**config.mk**
```make
export PLATFORM = sky130hd
export DESIGN_NAME = cts_final
export DESIGN_NICKNAME = d
export VERILOG_FILES = /design/src/rtl/assert_macros.svh /design/src/rtl/cts_pkg.sv /design/src/rtl/cts_final.sv
export SDC_FILE = /design/constraint.sdc
export NUM_CORES = 1
export LEC_CHECK = 0
export BUFFER_PORTS_ARGS = -buffer_cell sky130_fd_sc_hd__buf_2
export CAP_MARGIN = 5
export CORE_MARGIN = 2
export CORE_UTILIZATION = 54
export CTS_CLUSTER_SIZE = 8
export DETAILED_ROUTE_END_ITERATION = 10
export PLACE_DENSITY_LB_ADDON = 0.08
export SYNTH_ARGS = -nofsm -noshare
export SYNTH_HDL_FRONTEND = slang
export SYNTH_SLANG_ARGS = --single-unit
```
**constraint.sdc**
```tcl
create_clock -name clk -period 2.8 [get_ports clk]
set_input_delay 0.28 -clock clk [delete_from_list [all_inputs] [get_ports clk]]
set_output_delay 0.28 -clock clk [all_outputs]
set_load 0.005 [all_outputs]
```
**src/rtl/assert_macros.svh**
```systemverilog
// assertion macros for the rtl
`ifndef ASSERT_MACROS_SVH
`define ASSERT_MACROS_SVH

// same-cycle implication
`define ASSERT_IMPLIES(label, clk, rst_n, pre, post) \
	label: assert property (@(posedge clk) disable iff (!rst_n) (pre) |-> (post)) \
		else $error("same-cycle implication violated");

// next-cycle implication
`define ASSERT_NEXT(label, clk, rst_n, pre, post) \
	label: assert property (@(posedge clk) disable iff (!rst_n) (pre) |=> (post)) \
		else $error("next-cycle implication violated");

`endif

```
**src/rtl/cts_pkg.sv**
```systemverilog
// types, widths and constants for the taylor series cosine pipeline
`timescale 1ns / 1ps

package cts_pkg;

	localparam int ANGLE_W   = 32;
	localparam int COS_W     = 32;
	localparam int FRAC_W    = 32;
	localparam int X2_SH     = 24;
	localparam int X2_W      = 39;
	localparam int MAG_W     = 48;
	localparam int SUM_W     = 48;
	localparam int RECIP_W   = 32;
	localparam int MAX_TERMS = 11;
	localparam int HALF_W    = 24;
	localparam int XLO_W     = 20;
	localparam int XHI_W     = X2_W - XLO_W;
	localparam int PROD_W    = MAG_W + X2_W;
	localparam int RPROD_W   = MAG_W + RECIP_W;

	localparam logic [MAG_W-1:0] ONE_MAG = 48'h0001_0000_0000;

	localparam logic [SUM_W-1:0] SAT_HI_LIM = 48'h0001_FFFF_FFFE;
	localparam logic [SUM_W-1:0] SAT_LO_LIM = 48'hFFFE_0000_0000;
	localparam logic [COS_W-1:0] COS_MAX    = 32'h7FFF_FFFF;
	localparam logic [COS_W-1:0] COS_MIN    = 32'h8000_0000;

	typedef logic [RECIP_W-1:0] recip_t;

	// round(2^32 / ((2n-1)(2n)))
	localparam recip_t RECIP_TAB [MAX_TERMS] = '{
		32'd0,
		32'd2147483648,
		32'd357913941,
		32'd143165577,
		32'd76695845,
		32'd47721859,
		32'd32537631,
		32'd23598721,
		32'd17895697,
		32'd14035841,
		32'd11302546
	};

	typedef struct packed {
		logic              valid;
		logic [X2_W-1:0]   x2q;
		logic [MAG_W-1:0]  mag;
		logic [SUM_W-1:0]  sum;
	} term_bus_t;

endpackage

```
**src/rtl/cts_final.sv**
```systemverilog
// adds the last term, rounds to q2.30 and saturates
`timescale 1ns / 1ps

module cts_final import cts_pkg::*; #(
	parameter int LAST_IDX = 9
) (
	input  logic             clk,
	input  logic             arst_n,
	input  logic             en,
	input  term_bus_t        bus_in,
	output logic             out_valid,
	output logic [COS_W-1:0] cosine
);

	localparam bit SUB_LAST = (LAST_IDX % 2) == 1;

	logic             valid_s1, valid_s2;
	logic [SUM_W-1:0] sum_s1;
	logic [SUM_W-1:0] sum_rnd;
	logic [COS_W-1:0] cos_next;
	logic [COS_W-1:0] cos_s2;

	always_ff @(posedge clk or negedge arst_n) begin
		if (!arst_n) begin
			valid_s1 <= 1'b0;
			valid_s2 <= 1'b0;
		end else if (en) begin
			valid_s1 <= bus_in.valid;
			valid_s2 <= valid_s1;
		end
	end

	assign sum_rnd = sum_s1 + SUM_W'(2);

	always_comb begin
		if ($signed(sum_s1) >= $signed(SAT_HI_LIM)) begin
			cos_next = COS_MAX;
		end else if ($signed(sum_s1) < $signed(SAT_LO_LIM)) begin
			cos_next = COS_MIN;
		end else begin
			cos_next = sum_rnd[2 +: COS_W];
		end
	end

	always_ff @(posedge clk) begin
		if (en) begin
			sum_s1 <= SUB_LAST ? (bus_in.sum - bus_in.mag) : (bus_in.sum + bus_in.mag);
			cos_s2 <= cos_next;
		end
	end

	assign out_valid = valid_s2;
	assign cosine    = cos_s2;

endmodule

```
==> flow_summary.toml <==
[finish]
finish.utilization = 0.687
layout-drive-gt1-share = 0.268
antenna_cells = 0
area_delta_synth_final_pct = 25.2
final_common_cell = "buf_2"
n_fill_cell = 890
multi_input_area_um2 = 3410
final_cell_mix = "buf_2, edfxtp_1, buf_4"
seq_area_um2 = 2420
final_cells = 997
fin_nets = 1037

[die]
die_h_um = 111
core-area_um2 = 11300
fp.dieW_um = 111
io-pin-count = 172
initial_core_util = 0.549
num_rows = 39
dieArea_um2 = 12300

[logic_synthesis]
synth-seq-cells = 81
synth.area.top_cells = "edfxtp_1, ha_1, xnor2_1"
synth_ff_type = "edfxtp_1"
synth-edff-count = 79
yosys.area.top_type = "edfxtp_1"
ys_seq_area_frac = 0.392
synth.cell_area_um2 = 6180
yosysUniqueCellTypes = 60
avgSynthCellArea_um2 = 9.31
postSynthNetCount = 852
yosysTopAreaCellShare = 0.384
async_reset_ff_frac = 0.0247
yosys_warnings = 0
synthesis.instances = 664

[place]
place_inst = 980
dp_slack_ns = -0.282
hpwl_um = 11200
finalWeightedCongestion = 0.909
io_buffer_count = 132

[worst_setup_path]
crit_start = "bus_in[0]"
path_class = "input port to register"
r2r_end = "cosine[31]"
endpoint = "sum_s1[42]"
required_ns = 3.00
critPathLaunchType = "input port"
worstPathArrival_ns = 2.85
ff2ff_path_depth = 9
r2r_slack_ns = 0.41
critPathCaptureType = "register"
cp_max_fo = 3
r2r-start = "sum_s1[13]"

[clocking]
cts_buffers = 9
cts_tree = "yes"
cts.clk_slew.worst_paths_ns = 0.06
cts_setup_buffers = 0
clock-root-buffer = "clkbuf_16"
cts.sinks = 81
clock_latency_ns = 0.33
cts_buffer_depth = 2
h-tree-depth = 3

[route]
wl_per_cell_um = 13.9
drt_iter0_markers = 395
dr.pass1.iters = 6
routed_wl_um = 13900
via_count = 5473
ant_nets = 0
drcViolationCount = 0
vias_per_cell = 5.49

[min_path]
hp-class = "input port to register"

[global_routing]
antenna_found_initial = 0
top_usage_layer = "met2"
met3_usage = 0.0317
met1_usage = 0.318
grt_usage = 0.231
grt_pass1_wl_um = 23800
grt_pass1_vias = 5276
grt_max_degree = 68
use_met2 = 0.388
gr-total-overflow = 0

[timing]
drv_slew = 0
setup_viol = 0
fin_skew_ns = 0.00574
holdWs_ns = 0.196
fmax_mhz = 378
slew_headroom = 0.309
min_period_ns = 2.65
final_hold_viol_count = 0
tightest_slew_ns = 1.04
min_period_over_period = 0.946
grt_setup_unrepaired = "false"
finalWorstSetupSlack_ns = 0.152

[power]
p_leak_uw = 0.00352
vdd_drop_max_mv = 0.357
p_per_area_nw_per_um2 = 532

[status]
status = "complete, no violations"

[job]
cap_violations = 0
-- cells in the mapped netlist, types with 2 or more instances --
cell,instances
a31oi_1,7
nand2b_1,2
buf_4,4
a21oi_1,44
a211oi_1,5
o21ai_0,52
o31a_1,2
ha_1,48
o21ai_1,2
xnor2_1,39
or2_2,2
nand4_1,20
buf_2,3
nor2_1,36
o21ai_2,3
inv_1,64
nand2_1,55
and3_1,6
mux2_2,2
edfxtp_1,79
nor3_1,11
nand3_1,16
a41o_1,2
a21oi_2,2
and4_1,3
clkbuf_1,18
or4_1,4
a2111oi_0,2
nor4_1,7
o21bai_1,12
a311oi_1,2
dfrtp_1,2
xor2_1,36
o21a_1,6
nor2b_1,8
a21o_1,32
a211o_1,3
-- through the flow --
step                      area, µm²  TNS (ns)  total power [µW]
after floorplan                6180         0              2440
after global placement         7410     -1.14              2880
after detailed placement       7410     -2.02              2920
after CTS                      7740         0              4140
after global routing           7740         0              4370
final                          7740         0              4120
-- cells by family (layout without fill, tap and decap cells) --
group	count (synthesis)	in the layout	share of synthesized area
AOI/OAI and AO/OA	190	190	0.199
and+or+nand+nor	177	177	0.141
buffers and inverters	89	279	0.0571
DFF	81	81	0.392
xor gates and xnor gates	75	75	0.106
adders and majority gates	49	49	0.100
muxes	3	3	0.00526
-- per-layer routing --
layer,wire length (µm),part of all wire
met5,0,0
met1,6530,0.47
met2,6420,0.46
met4,191,0.014
met3,739,0.053
-- area by class of cell --
type                            instances  share of cell area
Multi-Input combinational cell        494               0.441
Sequential cell                        81               0.313
Timing Repair Buffer                  199               0.151
Inverter                               64              0.0310
Clock buffer                            9              0.0291
Tap cell                              143              0.0231
Clock inverter                          7              0.0121
-- worst min path at each step --
stage          slack, ns  depth (start not counted)         to   startpoint
6_report            0.20                          2   valid_s1  bus_in[135]
5_1_grt             0.20                          2   valid_s1  bus_in[135]
4_1_cts             0.20                          2   valid_s1  bus_in[135]
3_5_place_dp        0.07                          1  out_valid       arst_n
3_3_place_gp        0.06                          1   valid_s1       arst_n
2_1_floorplan      -0.02                          0  out_valid       arst_n
-- state kept, by name (all words and copies together), names as in the netlist --
| signal | count |
|---|---|
| cosine | 32 |
| out_valid | 1 |
| sum_s1 | 47 |
| valid_s1 | 1 |
-- power breakdown --
group	switching, µW	internal (µW)
clock	442	779
combinational	622	566
sequential	117	1600
total	1180	2940
-- worst max-delay path, stage by stage --
cell and delay [ns]:
buf_2 0.07, inv_1 0.03, ha_1 0.21, fa_2 0.35, nor2b_2 0.14, o211ai_1 0.13
a21oi_1 0.22, a211o_1 0.19, o21ai_1 0.09, and3_4 0.21, o31a_1 0.32, or4b_1 0.52
nand4_1 0.08
-- timing repair --
action	4_1_cts	5_1_grt
endpoints found under the hold margin	2	0
hold buffers	1	0
endpoints found under the setup margin	0	6
resized for setup	0	2
Power figures use the tool's default switching activity.
